===== config.mk =====
export PLATFORM = sky130hd
export DESIGN_NAME = variance_share_decomposition_flat
export DESIGN_NICKNAME = d
export VERILOG_FILES = /design/src/hdl/vsd_pkg.sv /design/src/hdl/vsd_if.sv /design/src/hdl/vsd_store.sv /design/src/hdl/vsd_divider.sv /design/src/hdl/variance_share_decomposition.sv /design/src/flat_wrapper.sv
export SDC_FILE = /design/constraint.sdc
export NUM_CORES = 2
export LEC_CHECK = 0
export BUFFER_PORTS_ARGS = -buffer_cell sky130_fd_sc_hd__buf_4
export CELL_PAD_IN_SITES_DETAIL_PLACEMENT = 1
export CELL_PAD_IN_SITES_GLOBAL_PLACEMENT = 2
export CORE_UTILIZATION = 28
export CTS_CLUSTER_DIAMETER = 40
export CTS_CLUSTER_SIZE = 28
export DETAILED_ROUTE_END_ITERATION = 8
export PLACE_DENSITY_LB_ADDON = 0.25
export REMOVE_ABC_BUFFERS = 1
export SYNTH_ARGS = -nofsm -noshare
export SYNTH_HDL_FRONTEND = slang
export SYNTH_SLANG_ARGS = --single-unit

===== constraint.sdc =====
create_clock -name clk -period 10.2 [get_ports clk]
set_clock_uncertainty 0.05 [all_clocks]
set_input_delay 1.02 -clock clk [delete_from_list [all_inputs] [get_ports clk]]
set_output_delay 1.02 -clock clk [all_outputs]
set_load 0.01 [all_outputs]

===== src/hdl/vsd_pkg.sv =====
// shared constants, register indexes and the equal-share table
// for the variance share decomposition block; no dependencies
package vsd_pkg;

  localparam int COEF_W      = 16;
  localparam int SQ_W        = 31;
  localparam int ACC_W       = 48;
  localparam int TOT_W       = 52;
  localparam int SHARE_W     = 16;
  localparam int IDX_W       = 3;
  localparam int HOR_W       = 8;
  localparam int NV_W        = 4;
  localparam int CFG_IDX_W   = 8;
  localparam int CFG_DATA_W  = 48;

  localparam int DEF_MAX_VARS    = 8;
  localparam int DEF_MAX_HORIZON = 256;

  localparam logic [CFG_IDX_W-1:0] REG_NUM_VARS  = 8'd0;
  localparam logic [CFG_IDX_W-1:0] REG_MIN_TOTAL = 8'd1;

  localparam logic [SHARE_W-1:0] ONE_Q15 = 16'd32768;

  // floor(32768 / n) for n of 1 to 15
  function automatic logic [SHARE_W-1:0] equal_share(input logic [NV_W-1:0] n);
    logic [SHARE_W-1:0] s;
    case (n)
      4'd1:    s = 16'd32768;
      4'd2:    s = 16'd16384;
      4'd3:    s = 16'd10922;
      4'd4:    s = 16'd8192;
      4'd5:    s = 16'd6553;
      4'd6:    s = 16'd5461;
      4'd7:    s = 16'd4681;
      4'd8:    s = 16'd4096;
      4'd9:    s = 16'd3640;
      4'd10:   s = 16'd3276;
      4'd11:   s = 16'd2978;
      4'd12:   s = 16'd2730;
      4'd13:   s = 16'd2520;
      4'd14:   s = 16'd2340;
      4'd15:   s = 16'd2184;
      default: s = 16'd32768;
    endcase
    return s;
  endfunction

endpackage


===== src/hdl/vsd_if.sv =====
// stream and configuration channel interfaces of the block
// depends on vsd_pkg for field widths
interface vsd_item_if;
  logic                                 valid;
  logic                                 ready;
  logic signed [vsd_pkg::COEF_W-1:0]    coefficient;
  logic                                 restart;
  modport source (output valid, coefficient, restart, input ready);
  modport sink   (input valid, coefficient, restart, output ready);
endinterface

interface vsd_result_if;
  logic                            valid;
  logic                            ready;
  logic [vsd_pkg::SHARE_W-1:0]     share;
  logic [vsd_pkg::IDX_W-1:0]       variable_index;
  logic [vsd_pkg::IDX_W-1:0]       shock_index;
  logic [vsd_pkg::HOR_W-1:0]       horizon_index;
  logic                            row_last;
  modport source (output valid, share, variable_index, shock_index, horizon_index,
                  row_last, input ready);
  modport sink   (input valid, share, variable_index, shock_index, horizon_index,
                  row_last, output ready);
endinterface

interface vsd_cfg_if;
  logic                              valid;
  logic                              ready;
  logic [vsd_pkg::CFG_IDX_W-1:0]     index;
  logic [vsd_pkg::CFG_DATA_W-1:0]    data;
  modport source (output valid, index, data, input ready);
  modport sink   (input valid, index, data, output ready);
endinterface


===== src/hdl/vsd_store.sv =====
// accumulator memory with one valid bit per entry; unwritten entries read zero
// depends on vsd_pkg
module vsd_store #(
  parameter int DEPTH = 64,
  parameter int AW    = 6
) (
  input  logic                       clk,
  input  logic                       rst,
  input  logic                       clr,
  input  logic                       we,
  input  logic [AW-1:0]              waddr,
  input  logic [vsd_pkg::ACC_W-1:0]  wdata,
  input  logic [AW-1:0]              raddr,
  output logic [vsd_pkg::ACC_W-1:0]  rdata
);
  import vsd_pkg::*;

  logic [ACC_W-1:0] mem [DEPTH];
  logic [DEPTH-1:0] valid;
  logic [ACC_W-1:0] rd_raw;
  logic             rd_vld;

  // valid bits, cleared at once by reset or restart
  always_ff @(posedge clk) begin
    if (rst || clr) begin
      valid <= '0;
    end else if (we) begin
      valid[waddr] <= 1'b1;
    end
  end

  // memory write port
  always_ff @(posedge clk) begin
    if (we) begin
      mem[waddr] <= wdata;
    end
  end

  // registered read port
  always_ff @(posedge clk) begin
    rd_raw <= mem[raddr];
    rd_vld <= valid[raddr] & ~clr & ~rst;
  end

  assign rdata = rd_vld ? rd_raw : '0;

endmodule


===== src/hdl/vsd_divider.sv =====
// bit-serial restoring divider, one quotient bit per cycle
// computes floor(dividend * 2^15 / divisor) for dividend <= divisor; uses vsd_pkg
module vsd_divider (
  input  logic                         clk,
  input  logic                         rst,
  input  logic                         start,
  input  logic [vsd_pkg::ACC_W-1:0]    dividend,
  input  logic [vsd_pkg::TOT_W-1:0]    divisor,
  output logic                         done,
  output logic [vsd_pkg::SHARE_W-1:0]  quotient
);
  import vsd_pkg::*;

  localparam int RW = TOT_W + 1;
  localparam logic [4:0] LAST_STEP = 5'(SHARE_W - 1);

  logic            busy;
  logic [4:0]      step;
  logic [RW-1:0]   rem;
  logic [RW-1:0]   rem_sh;
  logic [RW-1:0]   diff;
  logic [TOT_W-1:0] dvs;
  logic            fits;

  // first step compares as is, later steps shift the partial remainder
  always_comb begin
    rem_sh = (step == 5'd0) ? rem : {rem[RW-2:0], 1'b0};
    diff   = rem_sh - {1'b0, dvs};
    fits   = rem_sh >= {1'b0, dvs};
  end

  // control
  always_ff @(posedge clk) begin
    if (rst) begin
      busy <= 1'b0;
      done <= 1'b0;
      step <= '0;
    end else begin
      done <= 1'b0;
      if (start) begin
        busy <= 1'b1;
        step <= '0;
      end else if (busy) begin
        step <= step + 5'd1;
        if (step == LAST_STEP) begin
          busy <= 1'b0;
          done <= 1'b1;
        end
      end
    end
  end

  // datapath
  always_ff @(posedge clk) begin
    if (start) begin
      rem      <= RW'(dividend);
      dvs      <= divisor;
      quotient <= '0;
    end else if (busy) begin
      rem      <= fits ? diff : rem_sh;
      quotient <= {quotient[SHARE_W-2:0], fits};
    end
  end

endmodule


===== src/hdl/variance_share_decomposition.sv =====
// Variance share decomposition: squares each impulse-response coefficient into a
// saturating 48-bit accumulator per (variable, shock) pair and, at the end of each
// row, emits one Q1.15 share per shock. A coefficient that does not close a row is
// accumulated in S_UPD and the block returns to S_IDLE. After a row-closing one, the
// row total is gathered from the accumulator memory's single read port through
// S_SUM_RD and S_SUM_ACC per entry, and each share passes S_SH_RD, S_SH_GO, S_SH_WAIT
// (a bit-serial divider yielding one quotient bit per cycle, 16 bits) and S_OUT, where
// output stalls hold it. When the total does not exceed the minimum, each equal share
// skips S_SH_WAIT instead. One item is in work at a time. Restart clears the store at
// once through per-entry valid bits; no clearing pass is needed.
module variance_share_decomposition #(
  parameter int MAX_VARS    = vsd_pkg::DEF_MAX_VARS,
  parameter int MAX_HORIZON = vsd_pkg::DEF_MAX_HORIZON
) (
  input  logic       clk,
  input  logic       rst,
  vsd_cfg_if.sink    cfg,
  vsd_item_if.sink   items,
  vsd_result_if.source results
);
  import vsd_pkg::*;

  localparam int IW    = (MAX_VARS > 1) ? $clog2(MAX_VARS) : 1;
  localparam int DEPTH = MAX_VARS * MAX_VARS;
  localparam int AW    = (DEPTH > 1) ? $clog2(DEPTH) : 1;
  localparam int CW    = ((IW > NV_W) ? IW : NV_W) + 1;
  localparam int HLIM  = (MAX_HORIZON - 1 > 255) ? 255 : MAX_HORIZON - 1;
  localparam logic [HOR_W-1:0] HOR_LIMIT = HOR_W'(HLIM);
  localparam logic [ACC_W-1:0] ACC_MAX   = '1;

  localparam logic [2:0] S_IDLE    = 3'd0;
  localparam logic [2:0] S_UPD     = 3'd1;
  localparam logic [2:0] S_SUM_RD  = 3'd2;
  localparam logic [2:0] S_SUM_ACC = 3'd3;
  localparam logic [2:0] S_SH_RD   = 3'd4;
  localparam logic [2:0] S_SH_GO   = 3'd5;
  localparam logic [2:0] S_SH_WAIT = 3'd6;
  localparam logic [2:0] S_OUT     = 3'd7;

  function automatic logic [AW-1:0] addr_of(input logic [IW-1:0] r, input logic [IW-1:0] c);
    return AW'(int'(r) * MAX_VARS + int'(c));
  endfunction

  logic [2:0]         state;
  logic [NV_W-1:0]    num_vars;
  logic [ACC_W-1:0]   min_total;
  logic [IW-1:0]      row_count;
  logic [IW-1:0]      column_count;
  logic [HOR_W-1:0]   horizon_count;
  logic [IW-1:0]      shock;
  logic [SQ_W-1:0]    square;
  logic [TOT_W-1:0]   total;
  logic [SHARE_W-1:0] share;

  logic [NV_W-1:0]    n_act;
  logic [16:0]        mag;
  logic               item_xfer;
  logic               out_xfer;
  logic               row_end;
  logic               shock_last;
  logic               slice_end;
  logic               st_clr;
  logic               st_we;
  logic [AW-1:0]      st_raddr;
  logic [ACC_W-1:0]   st_rdata;
  logic [ACC_W:0]     acc_sum;
  logic [ACC_W-1:0]   acc_new;
  logic               div_start;
  logic               div_done;
  logic [SHARE_W-1:0] div_q;

  // configuration registers
  assign cfg.ready = 1'b1;
  always_ff @(posedge clk) begin
    if (rst) begin
      num_vars  <= NV_W'(8);
      min_total <= '0;
    end else if (cfg.valid && cfg.ready) begin
      case (cfg.index)
        REG_NUM_VARS:  num_vars  <= cfg.data[NV_W-1:0];
        REG_MIN_TOTAL: min_total <= cfg.data[ACC_W-1:0];
        default:       ;
      endcase
    end
  end

  // active variable count, clamped to 1..MAX_VARS
  always_comb begin
    if (num_vars == '0)                 n_act = NV_W'(1);
    else if (int'(num_vars) > MAX_VARS) n_act = NV_W'(MAX_VARS);
    else                                n_act = num_vars;
  end

  assign item_xfer  = items.valid && items.ready;
  assign out_xfer   = results.valid && results.ready;
  assign row_end    = (CW'(column_count) + CW'(1)) >= CW'(n_act);
  assign shock_last = (CW'(shock) + CW'(1)) >= CW'(n_act);
  assign slice_end  = (CW'(row_count) + CW'(1)) >= CW'(n_act);

  // coefficient magnitude
  assign mag = items.coefficient[COEF_W-1]
             ? 17'(-$signed({items.coefficient[COEF_W-1], items.coefficient}))
             : {1'b0, items.coefficient};

  // saturating accumulate
  assign acc_sum = {1'b0, st_rdata} + (ACC_W + 1)'(square);
  assign acc_new = acc_sum[ACC_W] ? ACC_MAX : acc_sum[ACC_W-1:0];

  // store control
  assign st_clr = item_xfer && items.restart;
  assign st_we  = (state == S_UPD);
  always_comb begin
    if (state == S_IDLE) begin
      st_raddr = items.restart ? addr_of('0, '0) : addr_of(row_count, column_count);
    end else begin
      st_raddr = addr_of(row_count, shock);
    end
  end

  vsd_store #(.DEPTH(DEPTH), .AW(AW)) u_store (
    .clk   (clk),
    .rst   (rst),
    .clr   (st_clr),
    .we    (st_we),
    .waddr (addr_of(row_count, column_count)),
    .wdata (acc_new),
    .raddr (st_raddr),
    .rdata (st_rdata)
  );

  assign div_start = (state == S_SH_GO) && (total > TOT_W'(min_total));

  vsd_divider u_div (
    .clk      (clk),
    .rst      (rst),
    .start    (div_start),
    .dividend (st_rdata),
    .divisor  (total),
    .done     (div_done),
    .quotient (div_q)
  );

  // sequencer
  always_ff @(posedge clk) begin
    if (rst) begin
      state         <= S_IDLE;
      row_count     <= '0;
      column_count  <= '0;
      horizon_count <= '0;
      shock         <= '0;
    end else begin
      case (state)
        S_IDLE: begin
          if (item_xfer) begin
            if (items.restart) begin
              row_count     <= '0;
              column_count  <= '0;
              horizon_count <= '0;
            end
            state <= S_UPD;
          end
        end
        S_UPD: begin
          shock <= '0;
          if (row_end) begin
            state <= S_SUM_RD;
          end else begin
            column_count <= column_count + IW'(1);
            state        <= S_IDLE;
          end
        end
        S_SUM_RD: state <= S_SUM_ACC;
        S_SUM_ACC: begin
          if (shock_last) begin
            shock <= '0;
            state <= S_SH_RD;
          end else begin
            shock <= shock + IW'(1);
            state <= S_SUM_RD;
          end
        end
        S_SH_RD: state <= S_SH_GO;
        S_SH_GO: state <= div_start ? S_SH_WAIT : S_OUT;
        S_SH_WAIT: begin
          if (div_done) state <= S_OUT;
        end
        S_OUT: begin
          if (out_xfer) begin
            if (shock_last) begin
              column_count <= '0;
              if (slice_end) begin
                row_count <= '0;
                if (horizon_count < HOR_LIMIT) horizon_count <= horizon_count + HOR_W'(1);
              end else begin
                row_count <= row_count + IW'(1);
              end
              state <= S_IDLE;
            end else begin
              shock <= shock + IW'(1);
              state <= S_SH_RD;
            end
          end
        end
        default: state <= S_IDLE;
      endcase
    end
  end

  // datapath registers
  always_ff @(posedge clk) begin
    if (item_xfer) square <= SQ_W'(mag) * SQ_W'(mag);
    if (state == S_UPD) total <= '0;
    if (state == S_SUM_ACC) total <= total + TOT_W'(st_rdata);
    if (state == S_SH_GO && !div_start) share <= equal_share(n_act);
    if (state == S_SH_WAIT && div_done) share <= div_q;
  end

  // result channel
  assign items.ready            = (state == S_IDLE);
  assign results.valid          = (state == S_OUT);
  assign results.share          = share;
  assign results.variable_index = IDX_W'(row_count);
  assign results.shock_index    = IDX_W'(shock);
  assign results.horizon_index  = horizon_count;
  assign results.row_last       = shock_last;

  // checks
  a_busy_after_item: assert property (@(posedge clk) disable iff (rst)
    item_xfer |=> !items.ready)
    else $error("input ready while an item is in work");
  a_div_done_wait: assert property (@(posedge clk) disable iff (rst)
    div_done |-> state == S_SH_WAIT)
    else $error("divider finished outside its wait state");
  a_share_range: assert property (@(posedge clk) disable iff (rst)
    results.valid |-> results.share <= ONE_Q15)
    else $error("share above one");
  a_row_wrap: assert property (@(posedge clk) disable iff (rst)
    out_xfer && results.row_last |=> column_count == '0)
    else $error("column count not cleared after a row");

endmodule

===== src/flat_wrapper.sv =====
// flat-port wrapper written by rule: the top's interface ports become plain ports
module variance_share_decomposition_flat import vsd_pkg::*;
#(
  parameter int MAX_VARS    = vsd_pkg::DEF_MAX_VARS,
  parameter int MAX_HORIZON = vsd_pkg::DEF_MAX_HORIZON
)
  (clk, rst, cfg_valid, cfg_index, cfg_data, cfg_ready, items_valid, items_coefficient, items_restart, items_ready, results_valid, results_share, results_variable_index, results_shock_index, results_horizon_index, results_row_last, results_ready);
  vsd_cfg_if cfg_i ();
  vsd_item_if items_i ();
  vsd_result_if results_i ();
  input  logic clk;
  input  logic rst;
  input wire logic [$bits(cfg_i.valid)-1:0] cfg_valid;
  input wire logic [$bits(cfg_i.index)-1:0] cfg_index;
  input wire logic [$bits(cfg_i.data)-1:0] cfg_data;
  output wire logic [$bits(cfg_i.ready)-1:0] cfg_ready;
  input wire logic [$bits(items_i.valid)-1:0] items_valid;
  input wire logic [$bits(items_i.coefficient)-1:0] items_coefficient;
  input wire logic [$bits(items_i.restart)-1:0] items_restart;
  output wire logic [$bits(items_i.ready)-1:0] items_ready;
  output wire logic [$bits(results_i.valid)-1:0] results_valid;
  output wire logic [$bits(results_i.share)-1:0] results_share;
  output wire logic [$bits(results_i.variable_index)-1:0] results_variable_index;
  output wire logic [$bits(results_i.shock_index)-1:0] results_shock_index;
  output wire logic [$bits(results_i.horizon_index)-1:0] results_horizon_index;
  output wire logic [$bits(results_i.row_last)-1:0] results_row_last;
  input wire logic [$bits(results_i.ready)-1:0] results_ready;
  assign cfg_i.valid = cfg_valid;
  assign cfg_i.index = cfg_index;
  assign cfg_i.data = cfg_data;
  assign cfg_ready = cfg_i.ready;
  assign items_i.valid = items_valid;
  assign items_i.coefficient = items_coefficient;
  assign items_i.restart = items_restart;
  assign items_ready = items_i.ready;
  assign results_valid = results_i.valid;
  assign results_share = results_i.share;
  assign results_variable_index = results_i.variable_index;
  assign results_shock_index = results_i.shock_index;
  assign results_horizon_index = results_i.horizon_index;
  assign results_row_last = results_i.row_last;
  assign results_i.ready = results_ready;
  variance_share_decomposition #(.MAX_VARS(MAX_VARS), .MAX_HORIZON(MAX_HORIZON)) u_core (.clk(clk), .rst(rst), .cfg(cfg_i), .items(items_i), .results(results_i));
endmodule

---- Word-level counts from Yosys, hierarchy flattened ----
Memory sizes are Yosys's and may differ from the RTL's. A register that Yosys moved wholly into a read port is not among the register bits.
Index checks and enable logic that the tools add are counted.
word-level totals
  logic and storage cells ................. 152
  memories kept ........................... 2
  bits in writable memories ............... 3,072
  memory bits (read-only) ................. 256
  bits of input ports ..................... 78
  output and inout port bits .............. 34
  bits in registers ....................... 364
operators by class
  equality and inequality tests ........... 18
  order comparisons ....................... 10
  multiply operators ...................... 1
  add/sub/neg operators ................... 14
  reduce and logical (&&, ||, !) cells .... 28
  muxes and demuxes ....................... 54
  bitwise operators ....................... 6
memories
  name                words  width  read ports  clocked after Yosys merged registers in  wr ports  RTL line         RTL
  u_core.u_store.mem  64     48     1           1                                        1         vsd_store.sv:18  logic [ACC_W-1:0] mem [DEPTH];
  (name not given)    16     16     1           0                                        0         vsd_pkg.sv:27    case (n)
operators by type and width
  cell                                                                           count
  48-bit 2-to-1 mux                                                              4
  53-bit 2-to-1 mux                                                              2
  52-bit 2-to-1 mux                                                              2
  64-bit bitwise OR                                                              1
  53-bit by 52-bit >= comparator with 1-bit output                               1
  53-bit by 52-bit subtractor with 53-bit output                                 1
  52-bit by 48-bit adder with 52-bit output                                      1
  52-bit by 48-bit greater-than comparator with 1-bit output                     1
  48-bit by 31-bit adder with 49-bit output                                      1
  3-bit 2-to-1 mux                                                               16
  8-bit 2-to-1 mux                                                               6
  16-bit 2-to-1 mux                                                              2
  17-bit by 17-bit multiplier with 31-bit output                                 1
  3-bit case mux with 8 select lines                                             1
  2-bit != test (second input constant)                                          9
  3-bit case mux with 3 select lines                                             2
  17-bit 2-to-1 mux                                                              1
  16-bit negator with 17-bit output                                              1
  8-bit case mux with 2 select lines                                             1
  5-bit by 4-bit >= comparator with 1-bit output                                 3
  6-bit by 7-bit less-than comparator with 1-bit output (second input constant)  2
  3-bit by 1-bit adder with 4-bit output (second input constant)                 3
  6-bit by 3-bit adder with 6-bit output                                         2
  3-bit equality test (second input constant)                                    4
  35 further kinds                                                               63

---- Longest topological paths before layout ----
  depth after elaboration ................. 8
  mapped depth ............................ 35
  mapped depth without buffers ............ 32

---- Cells and area by module ----
A second synthesis with hierarchy kept.
unflattened totals
  cell total of the unflattened synthesis .. 8,682
  area total of the unflattened synthesis .. 149,728.6 um^2
modules (own cells, without submodules)
  module                        cells an instance  area each (um^2)  instances  sequential area each (um^2)
  vsd_store                     5,246              119,580.9         1          94,510.6
  variance_share_decomposition  2,451              20,863.8          1          4,384.2
  vsd_divider                   985                9,283.9           1          3,563.4

---- Worst setup path before layout ----
Ideal clock, no wire load.
  path type ............................... input to register
  start ................................... in items_coefficient[0]
  end ..................................... reg u_core.square[29], data pin
  setup time .............................. 0.265 ns
  path buffers ............................ 3
  cell stages on the path ................. 33
  arrival ................................. 8.901 ns
  data required time ...................... 9.885 ns
  path slack .............................. 0.984 ns
  cells stage by stage .................... buf_2 > inv_1 > clkbuf_1 > ha_1 > nand2_1 > or3_1 > or3_1 > o31a_1 > xor2_1 > inv_1 > clkbuf_1 > nor2_1 > fa_1 > inv_1 > fa_1 > fa_1 > inv_1 > fa_1 > fa_1 > inv_1 > fa_1 > inv_1 > ha_1 > a21o_1 > nand2_1 > a21oi_1 > o41a_1 > a221oi_1 > o21ai_0 > or4_1 > a31oi_1 > o21ai_0 > xor2_1
between the ends
  cells in the longest elaborated chain, start to end .. 3
RTL lines
  what                                              RTL line                             RTL
  from (decl)                                       flat_wrapper.sv:18                   input wire logic [$bits(items_i.coefficient)-1:0] items_coefficient;
  16-bit negator with 17-bit output                 variance_share_decomposition.sv:102  ? 17'(-$signed({items.coefficient[COEF_W-1], items.coefficient}))
  17-bit 2-to-1 mux *                               variance_share_decomposition.sv:102
  17-bit by 17-bit multiplier with 31-bit output *  variance_share_decomposition.sv:211  if (item_xfer) square <= SQ_W'(mag) * SQ_W'(mag);
  to (signal assigned)                              variance_share_decomposition.sv:211
  to (decl)                                         variance_share_decomposition.sv:51   logic [SQ_W-1:0] square;
Every way passes the cells marked *; elsewhere a longest branch is shown, timed or not.
A chain may end at the register's enable or synchronous reset.

---- Worst setup path in the final report ----
  start ................................... in items_coefficient[4]
  end ..................................... reg u_core.square[29], data pin
The elaborated chain is that of the path after synthesis.

==> results.md <==
- The run finished with clean final reports.
- Along the worst path, the maximum fanout reaches 7.
- Clock tree synthesis found a total of 3483 sinks.
- Timing would allow up to 0.116 GHz.
- At the pin with the least slew margin, the transition time is 1.34 ns.
- Ranked by total cell area, the synthesized netlist is headed by sky130_fd_sc_hd__edfxtp_1 64%, sky130_fd_sc_hd__nand2_1 8.6%, sky130_fd_sc_hd__nand3_1 4.0%.
- The reported leakage power is 65.8 nW.
- Dividing the detail-routed wire length by the instance count gives 27.0 um.
- The fraction of layout cells with a size suffix above 1 is 11.1%.
- STA classifies the critical path endpoint as a register.
- The number of setup buffers added after CTS is 0.
- In this run, distinct cell masters in the synthesized netlist total 92.
- The XOR/XNOR share of the synthesized area is 0.957%.
- TritonCTS built the clock tree.
- The number of maximum-capacitance violations is 0.
- The worst path needs 8.64 ns of the cycle, external delays included.
- The initial cell density of the core is 28.1%.
- The register bit count reported by yosys is 3483.
- The power density over cell area is 248 nW/um2.
- The initial antenna violation count came to 49.
- The routing usage on met2 is 32.4%.
- The post-place instance area is 165000 um2.
- The maximum number of pins on one net before global-route repair is 120.
- Dividing the synthesized area by the synthesized cell count gives 11.9 um2.
- The number of buffers created by CTS is 553.
- The total of warnings raised by yosys is 0.
- Combinational cells account for 19.5% of the total power.
- Wires add up to 567000 um.
- The vertical die dimension is 745 um.
- The number of vias per cell is 5.09.
- No sink is reached through more buffers than the 4 on the longest clock path.
- Counting stages on the worst path, the most repeated cell is sky130_fd_sc_hd__fa_1.
- Net switching is 28.9% of the power.
- By startpoint and endpoint, the worst setup path is classified as in -> reg.
- The critical path startpoint category is an input port.
- Port buffering added 110 buffers.
- The final cell area excluding filler cells is 184000 um2.
- The I/O pin count is 112.
- Relative to the synthesized area, the layout overhead comes to 18.8%.
- The row count is 272.
- By area, the combinational part of the netlist is dominated by simple AND/OR/NAND/NOR gates.
- Per report_power, the clock group accounts for 41.6% of the total.
- The clock insertion delay at the later pin of the skew report is 1.09 ns.
- met2 is the most crowded layer.
- The slowest stage of the critical path belongs to the cell sky130_fd_sc_hd__or4b_1.
- The most used flip-flop cell after synthesis is sky130_fd_sc_hd__edfxtp_1.
- The number of nets in the finished design is 13802.
- Data arrives at the worst endpoint at 9.39 ns.
- Of the total synthesized cell area, the portion taken by full adders, half adders and majority gates is 4.88%.
- For this design, the CTS-stage hold fixing added 0 buffers.
- The count of pins over their slew limit is 0.
- The number of DRC violations after detailed routing is 0.
- Once layout is complete, the cells apart from fillers number 20989.
- The share of flip-flops with an asynchronous set or reset is 0%.
- The core box area is 549000 um2.
- The violation count after the first detailed-routing iteration is 8849.
- Global routing used 19.9% of the available tracks.
- Of the post-synthesis cell area, the part taken by muxes is 0.662%.
- Setup repair after global routing left no endpoint under its margin.
- Routability-driven placement finished with a final weighted congestion of 0.767.
- The count of buffering cells on the critical path with inverters included is 6.
- The cell count after synthesis is 13022.
- The cell type group with the largest total delay on the critical path is adder cells.
- Of the total synthesized cell area, the portion taken by AND, OR, NAND and NOR gates is 16.5%.
- The clock-pin slew on the worst setup and hold paths is 0.05 ns.
- The routed layout has 106834 vias.
- The total net switching power is 13.1 mW.
- The completed layout was analyzed and its total power is 45.5 mW.
- The maximum level of the CTS H-tree is 6.
- The number of gates resized after cts is 0.
- The count of TritonRoute iterations in the first routing pass is 5.
- The number of global-route vias before repair was 108784.
- In this run the horizontal extent of the chip is 745 um.
- The HPWL after detailed placement is 322000 um.
- The first-pass GRT wire length is 806000 um.
- Summing the areas of all compound-gate instances in the mapped netlist gives 7.36% of the synthesized area.
- The path class of the tightest hold or removal check is in -> reg.
- Cell internal power was estimated by the tool at 32.4 mW.
- The hold violation total from the final report is 0.
- At the worst endpoint, the required time is 10.96 ns.
- The share of synthesized area in the top cell type comes to 63.6%.
- For met3 alone, demand over resource in global routing was 2.32%.
- The post-synthesis sequential area ratio is 66.3%.
- The synthesized design contains 3270 enable-type register cells.
- Setup violations remaining at the end of the flow were counted as 0.
- Global routing used 27.9% of the available met1 tracks.
- The highest ir drop seen on vdd is 477 uV.
- The cell area after technology mapping is 154000 um2.
- For this run the aggregate overflow at the end of global routing stands at 0.
- The die outline area is 555000 um2.
- The worst slew margin relative to its limit is 10.9%.
- Of the total power, registers draw 38.9%.
- In the finished design, the share of the clock period the worst path needs comes to 84.7%.
- The number of nets with antenna violations after routing is 0.
- The synthesized design spends more area on one cell type than any other, namely sky130_fd_sc_hd__edfxtp_1.
- CTS placed an instance of sky130_fd_sc_hd__clkbuf_16 at the clock tree root.
- Including well taps, the total number of placed cells is 19943.
- The delay of the slowest cell on the worst path is 0.65 ns.
[power groups by stage]
stage	Sequential (mW)	Clock, mW	Combinational [mW]
2_1_floorplan	17.9	0	6.54
3_3_place_gp	18.0	0	9.02
3_5_place_dp	18.0	0	9.04
4_1_cts	17.7	19.3	9.11
5_1_grt	17.7	19.9	10.1
6_report	17.7	18.9	8.88
[layout by cell type (no fill, tap or decap), types with 144 or more instances in the layout]
cell type and instances:
sky130_fd_sc_hd__clkbuf_16 563, sky130_fd_sc_hd__dfxtp_1 211, sky130_fd_sc_hd__a21oi_1 358, sky130_fd_sc_hd__nor2_1 411, sky130_fd_sc_hd__a311oi_1 592, sky130_fd_sc_hd__o21ai_0 144, sky130_fd_sc_hd__nand2_1 3495, sky130_fd_sc_hd__nand3_1 1233
sky130_fd_sc_hd__edfxtp_1 3270, sky130_fd_sc_hd__inv_1 446, sky130_fd_sc_hd__ha_1 295, sky130_fd_sc_hd__buf_4 389, sky130_fd_sc_hd__fa_1 192, sky130_fd_sc_hd__and3_1 327
[path summary, 6_finish.rpt]
path                                    startpoint                                   to  slack, ns  depth (start not counted)
setup / recovery              items_coefficient[4]          u_core.square[29]$_DFFE_PP_       1.56                         29
hold / removal                         cfg_data[2]      u_core.num_vars[2]$_SDFFE_PP0P_       0.15                          3
setup reg to reg     u_core.u_store.rd_vld$_DFF_P_  u_core.u_store.mem[15][1]$_DFFE_PP_       3.41                         14
hold reg to reg   u_core.min_total[8]$_SDFFE_PP0P_     u_core.min_total[8]$_SDFFE_PP0P_       0.40                          2
[cell type report]
| type | instances | area, um2 |
|---|---|---|
| clock inverters | 372 | 4130 |
| diodes | 39 | 97.6 |
| well taps | 7261 | 9080 |
| clock buffers | 635 | 14400 |
| repair buffers | 433 | 3800 |
| inverters | 453 | 1700 |
| fillers | 59001 | 365000 |
| multi-input cells | 8313 | 47900 |
| flip-flops and latches | 3483 | 102000 |
[logic make-up (layout without fill, tap and decap cells)]
kind of cell,count (synthesis),in the layout
and+or+nand+nor,5951,5951
buffers and inverters,1258,1893
other,2,73
xor gates and xnor gates,168,168
DFF,3483,3483
muxes,94,94
adders and majority gates,487,487
AOI/OAI and AO/OA,1579,1579
[Yosys cell counts (12+ instances only)]
master,count
sky130_fd_sc_hd__a21oi_1,360
sky130_fd_sc_hd__and3_1,327
sky130_fd_sc_hd__buf_2,209
sky130_fd_sc_hd__a211oi_1,78
sky130_fd_sc_hd__xnor2_1,89
sky130_fd_sc_hd__dfxtp_1,213
sky130_fd_sc_hd__buf_1,59
sky130_fd_sc_hd__mux2i_1,38
sky130_fd_sc_hd__ha_1,295
sky130_fd_sc_hd__o211ai_1,18
sky130_fd_sc_hd__fa_1,192
sky130_fd_sc_hd__a311oi_1,592
sky130_fd_sc_hd__edfxtp_1,3270
sky130_fd_sc_hd__xor2_1,78
sky130_fd_sc_hd__nor3_1,140
sky130_fd_sc_hd__o21ai_0,148
sky130_fd_sc_hd__or3_1,22
sky130_fd_sc_hd__mux2_2,55
sky130_fd_sc_hd__nand2_1,3531
sky130_fd_sc_hd__inv_1,447
sky130_fd_sc_hd__nor2_1,476
sky130_fd_sc_hd__nand4_1,39
sky130_fd_sc_hd__a31oi_1,113
sky130_fd_sc_hd__nand2b_1,34
sky130_fd_sc_hd__o21a_1,33
sky130_fd_sc_hd__nor2b_1,35
sky130_fd_sc_hd__clkbuf_1,526
sky130_fd_sc_hd__o221ai_1,13
sky130_fd_sc_hd__nand3_1,1234
sky130_fd_sc_hd__and2_1,55
sky130_fd_sc_hd__o31ai_1,12
sky130_fd_sc_hd__o21bai_1,24
sky130_fd_sc_hd__a21o_1,98
[state kept, by name (all words and copies together) (netlist names), 4 cells and up]
signal and count:
u_core.u_div.quotient 16, u_core.u_store.valid 64, u_core.u_div.step 5, u_core.u_div.rem 53
u_core.results.horizon_index 8, u_core.u_store.mem 3072, u_core.min_total 48, u_core.total 52
u_core.num_vars 4, u_core.u_div.dvs 52, u_core.u_store.rd_raw 48, u_core.square 30
u_core.results.share 16
[through the flow]
step                      setup TNS (ns)  util [%]  setup slack, ns  hold slack (ns)
after floorplan                  -649.22         -           -13.26            0.380
after CTS                              0      33.4             1.63           0.0720
final                                  0      33.4             1.56            0.145
after global placement                 0      30.0            0.480            0.395
after global routing                   0      33.4             1.22            0.106
after detailed placement               0      30.0            0.528            0.400
[worst register-to-register path: stages (launching register included)]
cell	delay (ns)
sky130_fd_sc_hd__dfxtp_2	0.30
sky130_fd_sc_hd__buf_4	0.49
sky130_fd_sc_hd__and2_1	0.37
sky130_fd_sc_hd__ha_1	0.24
sky130_fd_sc_hd__ha_1	0.22
sky130_fd_sc_hd__a211oi_1	0.11
sky130_fd_sc_hd__o21ai_0	0.36
sky130_fd_sc_hd__a21oi_1	0.19
sky130_fd_sc_hd__o21ai_0	0.40
sky130_fd_sc_hd__a211oi_2	0.21
sky130_fd_sc_hd__a211oi_1	0.85
sky130_fd_sc_hd__o21ai_1	0.42
sky130_fd_sc_hd__or3_4	0.69
sky130_fd_sc_hd__buf_4	0.40
sky130_fd_sc_hd__nand2b_2	0.99
[metal layers]
| metal | vias up | share of wire, % |
|---|---|---|
| met4 | 0 | 2.8 |
| met2 | 2326 | 47 |
| met5 | - | 0 |
| met3 | 743 | 4.4 |
| li1 | 47781 | - |
| met1 | 55984 | 46 |
(Power assumes the default switching activity.)
